[config.mk]
export PLATFORM = sky130hd
export DESIGN_NAME = ppm_sum_frame_decoder_flat
export DESIGN_NICKNAME = d
export VERILOG_FILES = /design/src/sv/psfd_pkg.sv /design/src/sv/psfd_if.sv /design/src/sv/psfd_regs.sv /design/src/sv/psfd_ctrl.sv /design/src/sv/psfd_dp.sv /design/src/sv/ppm_sum_frame_decoder.sv /design/src/flat_wrapper.sv
export VERILOG_INCLUDE_DIRS = /design/src /design/src/sv
export SDC_FILE = /design/constraint.sdc
export NUM_CORES = 1
export LEC_CHECK = 0
export ABC_AREA = 1
export BUFFER_PORTS_ARGS = -buffer_cell sky130_fd_sc_hd__buf_2
export CAP_MARGIN = 15
export CORE_MARGIN = 5
export CORE_UTILIZATION = 50
export CTS_CLUSTER_DIAMETER = 30
export DETAILED_ROUTE_END_ITERATION = 10
export GPL_TIMING_DRIVEN = 0
export PLACE_DENSITY = 0.71
export SLEW_MARGIN = 10
export SYNTH_ARGS = -nofsm -noshare
export SYNTH_HDL_FRONTEND = slang
export SYNTH_SLANG_ARGS = --single-unit
export TNS_END_PERCENT = 5
[constraint.sdc]
create_clock -name clk -period 3 [get_ports clk]
set_input_delay 0.3 -clock clk [delete_from_list [all_inputs] [get_ports clk]]
set_output_delay 0.3 -clock clk [all_outputs]
set_load 0.02 [all_outputs]
[src/sv/ppm_sum_frame_decoder_assert.svh]
// Assertion macros shared by the PPM-sum frame decoder modules.
// Needs signals clk and rst_n in the module that uses a macro.
`ifndef PPM_SUM_FRAME_DECODER_ASSERT_SVH
`define PPM_SUM_FRAME_DECODER_ASSERT_SVH

// Same-cycle implication, disabled during reset.
`define PSFD_ASSERT_NOW(label, ante, cons, msg) \
    label: assert property (@(posedge clk) disable iff (!rst_n) (ante) |-> (cons)) \
        else $error(msg);

// Next-cycle implication, disabled during reset.
`define PSFD_ASSERT_NEXT(label, ante, cons, msg) \
    label: assert property (@(posedge clk) disable iff (!rst_n) (ante) |=> (cons)) \
        else $error(msg);

`endif

[src/sv/psfd_pkg.sv]
// Package of the PPM-sum frame decoder: constants, register indexes,
// controller state type and the command/status structs. No dependencies.
`default_nettype none

package psfd_pkg;

    localparam int MAX_CHANNELS_DEF = 16;

    localparam int APB_ADDR_W = 4;
    localparam int APB_DATA_W = 32;

    localparam logic [15:0] SYNC_WIDTH_RST       = 16'd2700;
    localparam logic [15:0] PULSE_LOW_LIMIT_RST  = 16'd700;
    localparam logic [15:0] PULSE_HIGH_LIMIT_RST = 16'd2300;
    localparam logic [4:0]  MIN_CHANNELS_RST     = 5'd5;

    typedef enum logic [1:0] {
        REG_SYNC_WIDTH       = 2'd0,
        REG_PULSE_LOW_LIMIT  = 2'd1,
        REG_PULSE_HIGH_LIMIT = 2'd2,
        REG_MIN_CHANNELS     = 2'd3
    } psfd_reg_idx_t;

    typedef enum logic [1:0] {
        ST_IDLE,
        ST_READ,
        ST_LOAD
    } psfd_state_t;

    // Controller to datapath.
    typedef struct packed {
        logic accept;   // take the pulse word on the input channel
        logic rd;       // read the capture buffer at the publish index
        logic load;     // load the output register and advance the index
    } psfd_cmd_t;

    // Datapath to controller.
    typedef struct packed {
        logic pub;      // the offered pulse word completes a frame
        logic last;     // publish index points at the final channel
        logic out_free; // output register can take a word this cycle
    } psfd_sts_t;

endpackage

`default_nettype wire

[src/sv/psfd_if.sv]
// Handshake channels of the PPM-sum frame decoder: pulse input and channel output.
// Depends on nothing.
`default_nettype none

interface psfd_pulse_if;
    logic        valid;
    logic        ready;
    logic [15:0] pulse_width;

    modport source (output valid, output pulse_width, input ready);
    modport sink (input valid, input pulse_width, output ready);
endinterface

interface psfd_chan_if;
    logic        valid;
    logic        ready;
    logic [3:0]  channel_index;
    logic [15:0] channel_value;
    logic [4:0]  channel_total;
    logic [15:0] frame_number;
    logic        last;

    modport source (
        output valid, output channel_index, output channel_value,
        output channel_total, output frame_number, output last, input ready
    );
    modport sink (
        input valid, input channel_index, input channel_value,
        input channel_total, input frame_number, input last, output ready
    );
endinterface

`default_nettype wire

[src/sv/psfd_regs.sv]
// APB configuration registers of the PPM-sum frame decoder.
// Depends on psfd_pkg.
`default_nettype none

module psfd_regs
    import psfd_pkg::*;
(
    input  wire logic                  clk,
    input  wire logic                  rst_n,
    input  wire logic                  psel,
    input  wire logic                  penable,
    input  wire logic                  pwrite,
    input  wire logic [APB_ADDR_W-1:0] paddr,
    input  wire logic [APB_DATA_W-1:0] pwdata,
    output logic      [APB_DATA_W-1:0] prdata,
    output logic                       pready,
    output logic      [15:0]           sync_width,
    output logic      [15:0]           pulse_low_limit,
    output logic      [15:0]           pulse_high_limit,
    output logic      [4:0]            min_channels
);

    logic [15:0]   sync_width_reg;
    logic [15:0]   pulse_low_limit_reg;
    logic [15:0]   pulse_high_limit_reg;
    logic [4:0]    min_channels_reg;
    logic          wr_en;
    psfd_reg_idx_t idx;

    assign pready = 1'b1;
    assign wr_en  = psel && penable && pwrite && pready;
    assign idx    = psfd_reg_idx_t'(paddr[3:2]);

    always_ff @(posedge clk or negedge rst_n)
    begin
        if (!rst_n)
        begin
            sync_width_reg       <= SYNC_WIDTH_RST;
            pulse_low_limit_reg  <= PULSE_LOW_LIMIT_RST;
            pulse_high_limit_reg <= PULSE_HIGH_LIMIT_RST;
            min_channels_reg     <= MIN_CHANNELS_RST;
        end
        else if (wr_en)
        begin
            unique case (idx)
                REG_SYNC_WIDTH:       sync_width_reg       <= pwdata[15:0];
                REG_PULSE_LOW_LIMIT:  pulse_low_limit_reg  <= pwdata[15:0];
                REG_PULSE_HIGH_LIMIT: pulse_high_limit_reg <= pwdata[15:0];
                REG_MIN_CHANNELS:     min_channels_reg     <= pwdata[4:0];
                default:              ;
            endcase
        end
    end

    always_comb
    begin
        unique case (idx)
            REG_SYNC_WIDTH:       prdata = APB_DATA_W'(sync_width_reg);
            REG_PULSE_LOW_LIMIT:  prdata = APB_DATA_W'(pulse_low_limit_reg);
            REG_PULSE_HIGH_LIMIT: prdata = APB_DATA_W'(pulse_high_limit_reg);
            REG_MIN_CHANNELS:     prdata = APB_DATA_W'(min_channels_reg);
            default:              prdata = '0;
        endcase
    end

    assign sync_width       = sync_width_reg;
    assign pulse_low_limit  = pulse_low_limit_reg;
    assign pulse_high_limit = pulse_high_limit_reg;
    assign min_channels     = min_channels_reg;

endmodule

`default_nettype wire

[src/sv/psfd_ctrl.sv]
// Controller of the PPM-sum frame decoder: sequences pulse intake and publishing.
// Depends on psfd_pkg and ppm_sum_frame_decoder_assert.svh.
`default_nettype none
`include "ppm_sum_frame_decoder_assert.svh"

module psfd_ctrl
    import psfd_pkg::*;
(
    input  wire logic      clk,
    input  wire logic      rst_n,
    input  wire logic      in_valid,
    output logic           in_ready,
    input  wire psfd_sts_t sts,
    output psfd_cmd_t      cmd
);

    psfd_state_t state_reg;
    psfd_state_t state_next;

    always_ff @(posedge clk or negedge rst_n)
    begin
        if (!rst_n)
        begin
            state_reg <= ST_IDLE;
        end
        else
        begin
            state_reg <= state_next;
        end
    end

    always_comb
    begin
        state_next = state_reg;
        in_ready   = 1'b0;
        cmd        = '0;
        unique case (state_reg)
            ST_IDLE:
            begin
                in_ready   = 1'b1;
                cmd.accept = in_valid;
                if (in_valid && sts.pub)
                begin
                    state_next = ST_READ;
                end
            end
            ST_READ:
            begin
                cmd.rd     = 1'b1;
                state_next = ST_LOAD;
            end
            ST_LOAD:
            begin
                // hold until the output register frees up
                if (sts.out_free)
                begin
                    cmd.load   = 1'b1;
                    state_next = sts.last ? ST_IDLE : ST_READ;
                end
            end
            default:
            begin
                state_next = ST_IDLE;
            end
        endcase
    end

    `PSFD_ASSERT_NEXT(a_read_then_load, state_reg == ST_READ, state_reg == ST_LOAD, "read not followed by load")
    `PSFD_ASSERT_NEXT(a_pub_starts_read, cmd.accept && sts.pub, state_reg == ST_READ, "frame end did not start publishing")
    `PSFD_ASSERT_NOW(a_load_needs_room, cmd.load, sts.out_free, "output register loaded while full")

endmodule

`default_nettype wire

[src/sv/psfd_dp.sv]
// Datapath of the PPM-sum frame decoder: sync/capture decision, capture buffer,
// frame counter and output register. Depends on psfd_pkg and the assertion header.
`default_nettype none
`include "ppm_sum_frame_decoder_assert.svh"

module psfd_dp
    import psfd_pkg::*;
#(
    parameter  int MAX_CHANNELS = MAX_CHANNELS_DEF,
    localparam int PosW         = $clog2(MAX_CHANNELS + 1),
    localparam int IdxW         = (MAX_CHANNELS > 1) ? $clog2(MAX_CHANNELS) : 1
)
(
    input  wire logic        clk,
    input  wire logic        rst_n,
    input  wire psfd_cmd_t   cmd,
    output psfd_sts_t        sts,
    input  wire logic [15:0] pulse_width,
    input  wire logic [15:0] sync_width,
    input  wire logic [15:0] pulse_low_limit,
    input  wire logic [15:0] pulse_high_limit,
    input  wire logic [4:0]  min_channels,
    input  wire logic        out_ready,
    output logic             out_valid,
    output logic [3:0]       channel_index,
    output logic [15:0]      channel_value,
    output logic [4:0]       channel_total,
    output logic [15:0]      frame_number,
    output logic             last
);

    logic [15:0]     mem [MAX_CHANNELS];

    logic            synced_reg,  synced_next;
    logic [PosW-1:0] pos_reg,     pos_next;
    logic [15:0]     frame_reg,   frame_next;
    logic [PosW-1:0] total_reg,   total_next;
    logic [IdxW-1:0] rd_idx_reg,  rd_idx_next;
    logic            out_valid_reg, out_valid_next;
    logic [15:0]     rd_data_reg;
    logic [3:0]      index_reg;
    logic [15:0]     value_reg;
    logic [4:0]      total_out_reg;
    logic [15:0]     frame_out_reg;
    logic            last_reg;

    logic            is_sync;
    logic            in_band;
    logic            capt;
    logic            full;
    logic            pub_sync;
    logic            is_last;

    assign is_sync  = pulse_width >= sync_width;
    assign in_band  = (pulse_width > pulse_low_limit) && (pulse_width < pulse_high_limit);
    assign capt     = !is_sync && synced_reg && in_band && (32'(pos_reg) < MAX_CHANNELS);
    assign full     = capt && (pos_reg == PosW'(MAX_CHANNELS - 1));
    assign pub_sync = is_sync && synced_reg && (pos_reg != '0)
                      && (32'(pos_reg) >= 32'(min_channels));
    assign is_last  = (32'(rd_idx_reg) + 32'd1) == 32'(total_reg);

    assign sts.pub      = pub_sync || full;
    assign sts.last     = is_last;
    assign sts.out_free = !out_valid_reg || out_ready;

    always_comb
    begin
        synced_next    = synced_reg;
        pos_next       = pos_reg;
        frame_next     = frame_reg;
        total_next     = total_reg;
        rd_idx_next    = rd_idx_reg;
        out_valid_next = out_valid_reg && !out_ready;
        if (cmd.accept)
        begin
            priority if (is_sync)
            begin
                synced_next = 1'b1;
                pos_next    = '0;
            end
            else if (full)
            begin
                // buffer full: publish now and wait for the next sync
                synced_next = 1'b0;
                pos_next    = '0;
            end
            else if (capt)
            begin
                pos_next = pos_reg + PosW'(1);
            end
            else
            begin
                // short pulse outside the window or while unsynchronized: drop it
            end
            if (pub_sync || full)
            begin
                frame_next  = frame_reg + 16'd1;
                total_next  = full ? PosW'(MAX_CHANNELS) : pos_reg;
                rd_idx_next = '0;
            end
        end
        if (cmd.load)
        begin
            out_valid_next = 1'b1;
            rd_idx_next    = rd_idx_reg + IdxW'(1);
        end
    end

    always_ff @(posedge clk or negedge rst_n)
    begin
        if (!rst_n)
        begin
            synced_reg    <= 1'b0;
            pos_reg       <= '0;
            frame_reg     <= '0;
            total_reg     <= '0;
            rd_idx_reg    <= '0;
            out_valid_reg <= 1'b0;
        end
        else
        begin
            synced_reg    <= synced_next;
            pos_reg       <= pos_next;
            frame_reg     <= frame_next;
            total_reg     <= total_next;
            rd_idx_reg    <= rd_idx_next;
            out_valid_reg <= out_valid_next;
        end
    end

    // capture buffer: one write port, one registered read port
    always_ff @(posedge clk)
    begin
        if (cmd.accept && capt)
        begin
            mem[pos_reg[IdxW-1:0]] <= pulse_width;
        end
        if (cmd.rd)
        begin
            rd_data_reg <= mem[rd_idx_reg];
        end
    end

    always_ff @(posedge clk)
    begin
        if (cmd.load)
        begin
            index_reg     <= 4'(rd_idx_reg);
            value_reg     <= rd_data_reg;
            total_out_reg <= 5'(total_reg);
            frame_out_reg <= frame_reg;
            last_reg      <= is_last;
        end
    end

    assign out_valid     = out_valid_reg;
    assign channel_index = index_reg;
    assign channel_value = value_reg;
    assign channel_total = total_out_reg;
    assign frame_number  = frame_out_reg;
    assign last          = last_reg;

    `PSFD_ASSERT_NOW(a_unsynced_empty, !synced_reg, pos_reg == '0, "channels held while unsynchronized")
    `PSFD_ASSERT_NOW(a_pos_in_range, 1'b1, 32'(pos_reg) < MAX_CHANNELS, "channel position overran buffer")
    `PSFD_ASSERT_NOW(a_load_in_frame, cmd.load, 32'(rd_idx_reg) < 32'(total_reg), "publish index beyond frame")

endmodule

`default_nettype wire

[src/sv/ppm_sum_frame_decoder.sv]
// Top level of the PPM-sum frame decoder: APB registers, controller, datapath.
// Depends on psfd_pkg, psfd_if, psfd_regs, psfd_ctrl and psfd_dp.
`default_nettype none

// PPM-sum frame decoder. Each word on the pulse channel is one measured pulse
// width in microseconds. A pulse at or above sync_width ends a frame; if the
// decoder was synchronized and at least min_channels (and at least one)
// channels were captured, the frame is published. Either way the decoder is
// then synchronized with an empty frame. While synchronized, a pulse strictly
// between pulse_low_limit and pulse_high_limit is captured as the next
// channel; other short pulses are dropped, and all short pulses are dropped
// while unsynchronized. Capturing MAX_CHANNELS channels publishes the frame
// at once and drops sync until the next sync pulse. Publishing emits one word
// per channel on the channel output, in channel order, carrying the channel
// index, its width, the frame's channel total, the frame number (count of
// published frames, wrapping at 16 bits) and last on the final channel.
// Timing: a pulse that does not end a frame is taken as soon as it is offered,
// and the decoder is ready for the next pulse at once. A pulse that publishes
// a frame holds the pulse input while the frame goes out: for each channel the
// controller does the registered read of the capture buffer (ST_READ), then
// loads the output register (ST_LOAD), waiting while it is still full. The
// output register lets the last word of a frame wait for its taker while the
// next pulse is already accepted. Registers (APB, byte address 4*index):
// 0 sync_width (reset 2700), 1 pulse_low_limit (700), 2 pulse_high_limit
// (2300), 3 min_channels (5 bits, 5). Write them only while the block is idle.

module ppm_sum_frame_decoder
    import psfd_pkg::*;
#(
    parameter int MAX_CHANNELS = MAX_CHANNELS_DEF
)
(
    input  wire logic                  clk,
    input  wire logic                  rst_n,
    input  wire logic                  psel,
    input  wire logic                  penable,
    input  wire logic                  pwrite,
    input  wire logic [APB_ADDR_W-1:0] paddr,
    input  wire logic [APB_DATA_W-1:0] pwdata,
    output logic      [APB_DATA_W-1:0] prdata,
    output logic                       pready,
    psfd_pulse_if.sink                 pulse,
    psfd_chan_if.source                chan
);

    logic [15:0] sync_width;
    logic [15:0] pulse_low_limit;
    logic [15:0] pulse_high_limit;
    logic [4:0]  min_channels;
    psfd_cmd_t   cmd;
    psfd_sts_t   sts;

    // configuration registers
    psfd_regs u_regs (
        .clk              (clk),
        .rst_n            (rst_n),
        .psel             (psel),
        .penable          (penable),
        .pwrite           (pwrite),
        .paddr            (paddr),
        .pwdata           (pwdata),
        .prdata           (prdata),
        .pready           (pready),
        .sync_width       (sync_width),
        .pulse_low_limit  (pulse_low_limit),
        .pulse_high_limit (pulse_high_limit),
        .min_channels     (min_channels)
    );

    // sequencing: accept pulses, then walk the captured frame out
    psfd_ctrl u_ctrl (
        .clk      (clk),
        .rst_n    (rst_n),
        .in_valid (pulse.valid),
        .in_ready (pulse.ready),
        .sts      (sts),
        .cmd      (cmd)
    );

    // decision logic, capture buffer and output register
    psfd_dp #(
        .MAX_CHANNELS (MAX_CHANNELS)
    ) u_dp (
        .clk              (clk),
        .rst_n            (rst_n),
        .cmd              (cmd),
        .sts              (sts),
        .pulse_width      (pulse.pulse_width),
        .sync_width       (sync_width),
        .pulse_low_limit  (pulse_low_limit),
        .pulse_high_limit (pulse_high_limit),
        .min_channels     (min_channels),
        .out_ready        (chan.ready),
        .out_valid        (chan.valid),
        .channel_index    (chan.channel_index),
        .channel_value    (chan.channel_value),
        .channel_total    (chan.channel_total),
        .frame_number     (chan.frame_number),
        .last             (chan.last)
    );

endmodule

`default_nettype wire
[src/flat_wrapper.sv]
// flat-port wrapper written by rule: the top's interface ports become plain ports
module ppm_sum_frame_decoder_flat import psfd_pkg::*;
#(
    parameter int MAX_CHANNELS = MAX_CHANNELS_DEF
)
  (clk, rst_n, psel, penable, pwrite, paddr, pwdata, prdata, pready, pulse_valid, pulse_pulse_width, pulse_ready, chan_valid, chan_channel_index, chan_channel_value, chan_channel_total, chan_frame_number, chan_last, chan_ready);
  psfd_pulse_if pulse_i ();
  psfd_chan_if chan_i ();
  input  wire logic clk;
  input  wire logic rst_n;
  input  wire logic psel;
  input  wire logic penable;
  input  wire logic pwrite;
  input  wire logic [APB_ADDR_W-1:0] paddr;
  input  wire logic [APB_DATA_W-1:0] pwdata;
  output logic      [APB_DATA_W-1:0] prdata;
  output logic pready;
  input wire logic [$bits(pulse_i.valid)-1:0] pulse_valid;
  input wire logic [$bits(pulse_i.pulse_width)-1:0] pulse_pulse_width;
  output wire logic [$bits(pulse_i.ready)-1:0] pulse_ready;
  output wire logic [$bits(chan_i.valid)-1:0] chan_valid;
  output wire logic [$bits(chan_i.channel_index)-1:0] chan_channel_index;
  output wire logic [$bits(chan_i.channel_value)-1:0] chan_channel_value;
  output wire logic [$bits(chan_i.channel_total)-1:0] chan_channel_total;
  output wire logic [$bits(chan_i.frame_number)-1:0] chan_frame_number;
  output wire logic [$bits(chan_i.last)-1:0] chan_last;
  input wire logic [$bits(chan_i.ready)-1:0] chan_ready;
  assign pulse_i.valid = pulse_valid;
  assign pulse_i.pulse_width = pulse_pulse_width;
  assign pulse_ready = pulse_i.ready;
  assign chan_valid = chan_i.valid;
  assign chan_channel_index = chan_i.channel_index;
  assign chan_channel_value = chan_i.channel_value;
  assign chan_channel_total = chan_i.channel_total;
  assign chan_frame_number = chan_i.frame_number;
  assign chan_last = chan_i.last;
  assign chan_i.ready = chan_ready;
  ppm_sum_frame_decoder #(.MAX_CHANNELS(MAX_CHANNELS)) u_core (.clk(clk), .rst_n(rst_n), .psel(psel), .penable(penable), .pwrite(pwrite), .paddr(paddr), .pwdata(pwdata), .prdata(prdata), .pready(pready), .pulse(pulse_i), .chan(chan_i));
endmodule
==> run_summary.xml <==
<?xml version="1.0" encoding="UTF-8"?>
<metrics>
  <group name="synthesis">
    <metric name="netlist_area" unit="mm²">0.0175</metric>
    <metric name="synth.avg_cell_area" unit="µm²">11.9</metric>
    <metric name="ys_ff_latch" unit="">401</metric>
    <metric name="synth.mux.area_fraction" unit="%">2.29</metric>
    <metric name="synthCells" unit="">1474</metric>
    <metric name="post_synth_fa_ha_maj_area_fraction" unit="%">4.14</metric>
    <metric name="synth_seq_area_share" unit="%">66.4</metric>
    <metric name="synth_top_family_by_area" unit="">simple AND/OR/NAND/NOR gates</metric>
    <metric name="yosysWarnings" unit="">0</metric>
    <metric name="xor_and_xnor_fraction_of_the_mapped_netlist_area" unit="%">1.00</metric>
    <metric name="ys_dominant_reg_cell" unit="">sky130_fd_sc_hd__edfxtp_1</metric>
    <metric name="synth_compound_area_share" unit="%">9.40</metric>
    <metric name="synth_cell_types" unit="">48</metric>
    <metric name="synth-edff-count" unit="">314</metric>
    <metric name="synth-simple-area-share" unit="%">11.9</metric>
    <metric name="synthArstFlopShare" unit="%">21.7</metric>
  </group>
  <group name="power">
    <metric name="power_density" unit="mW/mm²">906</metric>
    <metric name="max-vdd-ir-drop" unit="V">0.000541</metric>
    <metric name="power_leakage" unit="nW">8.57</metric>
    <metric name="p_total" unit="mW">19.9</metric>
  </group>
  <group name="finish">
    <metric name="nets" unit="">1824</metric>
    <metric name="share_of_final_layout_standard_cells_stronger_than_drive_strength_1" unit="%">20.2</metric>
    <metric name="layout.core_utilization" unit="%">63.7</metric>
    <metric name="areaGrowthSynthToFinish" unit="%">25.7</metric>
    <metric name="largest_register_ff_count" unit="">256</metric>
    <metric name="diodes" unit="">0</metric>
  </group>
  <group name="sta">
    <metric name="timing.clock.skew" unit="ns">0.0312</metric>
    <metric name="report.final.hold_viol_count" unit="">0</metric>
    <metric name="report.final.slew_viol_count" unit="">0</metric>
    <metric name="tightestPinTransition" unit="ns">0.852</metric>
    <metric name="setup_violations" unit="">0</metric>
    <metric name="hold_slack" unit="ns">0.0234</metric>
    <metric name="min_period_over_period" unit="%">96.4</metric>
    <metric name="post-route-min-period" unit="ns">2.89</metric>
    <metric name="clock.fmax" unit="MHz">346</metric>
    <metric name="rsz0062_at_grt" unit="">true</metric>
    <metric name="slew_headroom" unit="%">43.2</metric>
  </group>
  <group name="route">
    <metric name="detailedRoute.firstPassIterationCount" unit="">5</metric>
    <metric name="drt_first_iter_violations" unit="">1457</metric>
    <metric name="route.antenna.remaining_nets" unit="">0</metric>
    <metric name="wirelength" unit="µm">45900</metric>
    <metric name="total_via_count_after_detailed_routing" unit="">12500</metric>
    <metric name="post_drt_via_cell_ratio" unit="">5.61</metric>
    <metric name="drc" unit="">0</metric>
    <metric name="detail_route.wl_per_cell" unit="µm">20.6</metric>
  </group>
  <group name="floorplanning">
    <metric name="io_pins" unit="">136</metric>
    <metric name="core_area" unit="mm²">0.0345</metric>
    <metric name="floorplan_die_width" unit="µm">197</metric>
    <metric name="dieArea" unit="mm²">0.0389</metric>
    <metric name="placement_rows" unit="">68</metric>
    <metric name="fp.dieH" unit="µm">197</metric>
    <metric name="start_util" unit="%">50.7</metric>
  </group>
  <group name="worst_setup_path">
    <metric name="worst-endpoint-required" unit="ns">3.29</metric>
    <metric name="critPathLaunchType" unit="">register</metric>
    <metric name="criticalPathCategory" unit="">reg2reg</metric>
    <metric name="worst-endpoint-arrival" unit="ns">3.18</metric>
    <metric name="delay_of_the_slowest_cell_on_the_worst_path" unit="ns">0.54</metric>
    <metric name="reg2reg_setup_slack" unit="ns">0.11</metric>
    <metric name="critical_path.max_fanout" unit="">15</metric>
    <metric name="critical-path-top-cell-by-count" unit="">sky130_fd_sc_hd__nand2_1</metric>
    <metric name="crit_path_top_delay_cell" unit="">sky130_fd_sc_hd__dfstp_2</metric>
    <metric name="setup.worst_path.end_class" unit="">register</metric>
    <metric name="worstPathCellList" unit="">inv_1 -&gt; ha_1 -&gt; nand2_1 -&gt; inv_1 -&gt; o21bai_1 -&gt; nand2_1 -&gt; nand2_1 -&gt; and2_1 -&gt; nand3_2 -&gt; nor2_8 -&gt; nand3_2 -&gt; nor2_2 -&gt; buf_8</metric>
  </group>
  <group name="clock_tree">
    <metric name="cts_inserted_buffers" unit="">77</metric>
    <metric name="cts.reportedPaths.clkPinSlew" unit="ns">0.05</metric>
    <metric name="clockRootBuffer" unit="">sky130_fd_sc_hd__clkbuf_16</metric>
    <metric name="clkSinkCount" unit="">401</metric>
    <metric name="clk_latency" unit="ns">0.60</metric>
    <metric name="cts_max_path_bufs" unit="">3</metric>
    <metric name="ctsHtreeMaxLevel" unit="">3</metric>
    <metric name="clock_tree_from_tritoncts" unit="">done</metric>
  </group>
  <group name="place">
    <metric name="total_of_buffers_placed_on_input_and_output_ports" unit="">100</metric>
    <metric name="gp_routability_congestion" unit="">0.861</metric>
    <metric name="detailed_place_hpwl" unit="µm">30000</metric>
  </group>
  <group name="global_routing">
    <metric name="gr-usage-all-layers" unit="%">23.4</metric>
    <metric name="number_of_antenna_violations_at_the_first_check_in_global_routing" unit="">0</metric>
    <metric name="grt_overflow_total" unit="">0</metric>
    <metric name="grt_start_max_net_pins" unit="">48</metric>
    <metric name="first_pass_grt_wire_length" unit="µm">70500</metric>
    <metric name="number_of_global_route_vias_before_repair" unit="">12500</metric>
  </group>
  <group name="status">
    <metric name="status" unit="">complete, no violations</metric>
  </group>
  <group name="min_path">
    <metric name="hold_class" unit="">in2reg</metric>
  </group>
  <group name="job">
    <metric name="drv.max_cap_violation_count" unit="">0</metric>
  </group>
</metrics>
-- kinds of logic (layout without fill, tap and decap cells) --
kind of cell	count (synthesis)	count (layout)
AO/OA/AOI/OAI	259	259
buffers and inverters	196	479
XOR/XNOR	20	20
flip-flops	401	401
multiplexers	40	40
adder cells (fa/ha/maj)	58	58
AND/OR/NAND/NOR	498	498
other	2	17
-- repair_timing --
item	in CTS	in global routing
setup endpoints to repair	133	219
pin swaps	0	5
hold buffers	13	0
resized for setup	5	13
hold endpoints to repair	56	0
buffers inserted	0	8
-- placed cells by master (no fill, tap or decap), drive strengths merged, types with 5 or more instances in the layout --
| master | netlist | final |
|---|---|---|
| inv | 114 | 122 |
| o211ai | 31 | 31 |
| ha | 58 | 58 |
| clkbuf | 49 | 135 |
| nand4 | 11 | 11 |
| o221ai | 40 | 40 |
| clkinv | 2 | 25 |
| nor3 | 10 | 10 |
| clkinvlp | 0 | 17 |
| nand2 | 273 | 273 |
| dlygate4sd3 | 0 | 13 |
| dfstp | 20 | 20 |
| xnor2 | 5 | 5 |
| mux2i | 40 | 40 |
| xor2 | 15 | 15 |
| bufinv | 0 | 10 |
| conb | 2 | 17 |
| a21oi | 17 | 17 |
| nand3 | 30 | 30 |
| nor2 | 164 | 164 |
| o21ai | 133 | 133 |
| edfxtp | 314 | 314 |
| buf | 31 | 157 |
| o32ai | 20 | 20 |
| o2111ai | 5 | 5 |
| dfrtp | 67 | 67 |
-- synth_stat cells (all sizes together) (2+ instances only) --
library cell  instances  share of area, %
clkinv                2             0.043
xnor2                 5              0.25
and2                  2             0.071
dfstp                20               3.0
o21a                  2             0.086
nand3                30              0.96
ha                   58               4.1
nor3                 10              0.29
a21oi                17              0.49
edfxtp              314                54
nor2                164               3.6
or2                   2             0.071
o211ai               31               1.3
o21bai                4              0.17
nand2               273               6.1
nor4                  4              0.18
xor2                 15              0.75
dfrtp                67               9.6
inv                 114               2.4
conb                  2             0.043
nand4                11              0.48
o21ai               133               3.8
o221ai               40               2.0
clkbuf               49               1.1
o2111ai               5              0.25
o32ai                20               1.0
o22ai                 4              0.14
buf                  31               1.3
mux2i                40               2.3
-- metal layers --
metal  vias up  GRT usage [%]  part of all wire, %
met3       114           4.30                  8.2
met5         -              0                    0
met4         0           8.04                  2.7
li1       5696              -                    -
met2       636           39.5                   49
met1      6055           30.8                   40
-- path summary, 6_finish.rpt --
| path | from | to | cells after the start |
|---|---|---|---|
| worst max-delay path | u_core.u_regs.sync_width[9] | u_core.u_dp.mem[6][8] | 13 |
| worst min-delay path | pwdata[15] | u_core.u_regs.pulse_high_limit[15] | 3 |
| worst max register to register | u_core.u_regs.sync_width[9] | u_core.u_dp.mem[6][8] | 13 |
| worst min register to register | u_core.u_dp.rd_data_reg[3] | u_core.u_dp.channel_value[3] | 0 |
| max in group asynchronous | rst_n | u_core.u_regs.sync_width[11] | 3 |
| min in group asynchronous | rst_n | u_core.u_dp.synced_reg | 2 |
-- cell type report --
| type | count | area, µm² |
|---|---|---|
| Inverter | 116 | 439 |
| Clock inverter | 58 | 737 |
| Tap cell | 455 | 569 |
| Sequential cell | 401 | 11600 |
| Timing Repair Buffer | 139 | 1030 |
| Buffer | 80 | 408 |
| Fill cell | 2556 | 12500 |
| Clock buffer | 86 | 1970 |
| Multi-Input combinational cell | 892 | 5230 |
-- power breakdown --
part | total, mW | internal [mW] | switching [mW]
Clock | 8.77 | 5.71 | 3.06
Combinational | 4.36 | 1.33 | 3.03
Sequential | 6.82 | 6.57 | 0.250
Total | 19.9 | 13.6 | 6.34
-- per-stage QoR --
| step | TNS [ns] | cell area (µm²) | worst slack [ns] | std cells |
|---|---|---|---|---|
| floorplan | 0 | 17600 | 0.175 | 1489 |
| global placement | -212.28 | 18600 | -1.04 | 2044 |
| detailed placement | -29.65 | 19000 | -0.340 | 2062 |
| CTS | -5.94 | 21900 | -0.169 | 2219 |
| global route | -2.50 | 22000 | -0.0927 | 2227 |
| finish | 0 | 22000 | 0.108 | 2227 |
-- worst max-delay path: cells and delay by family, from the launching register on --
kind,cells,cell delay [ns]
fa+ha+maj,1,0.28
simple gates,8,1.35
compound gates,1,0.11
buf+inv,3,0.29
flops,1,0.54
No activity file was read; power rests on OpenSTA's default activity.
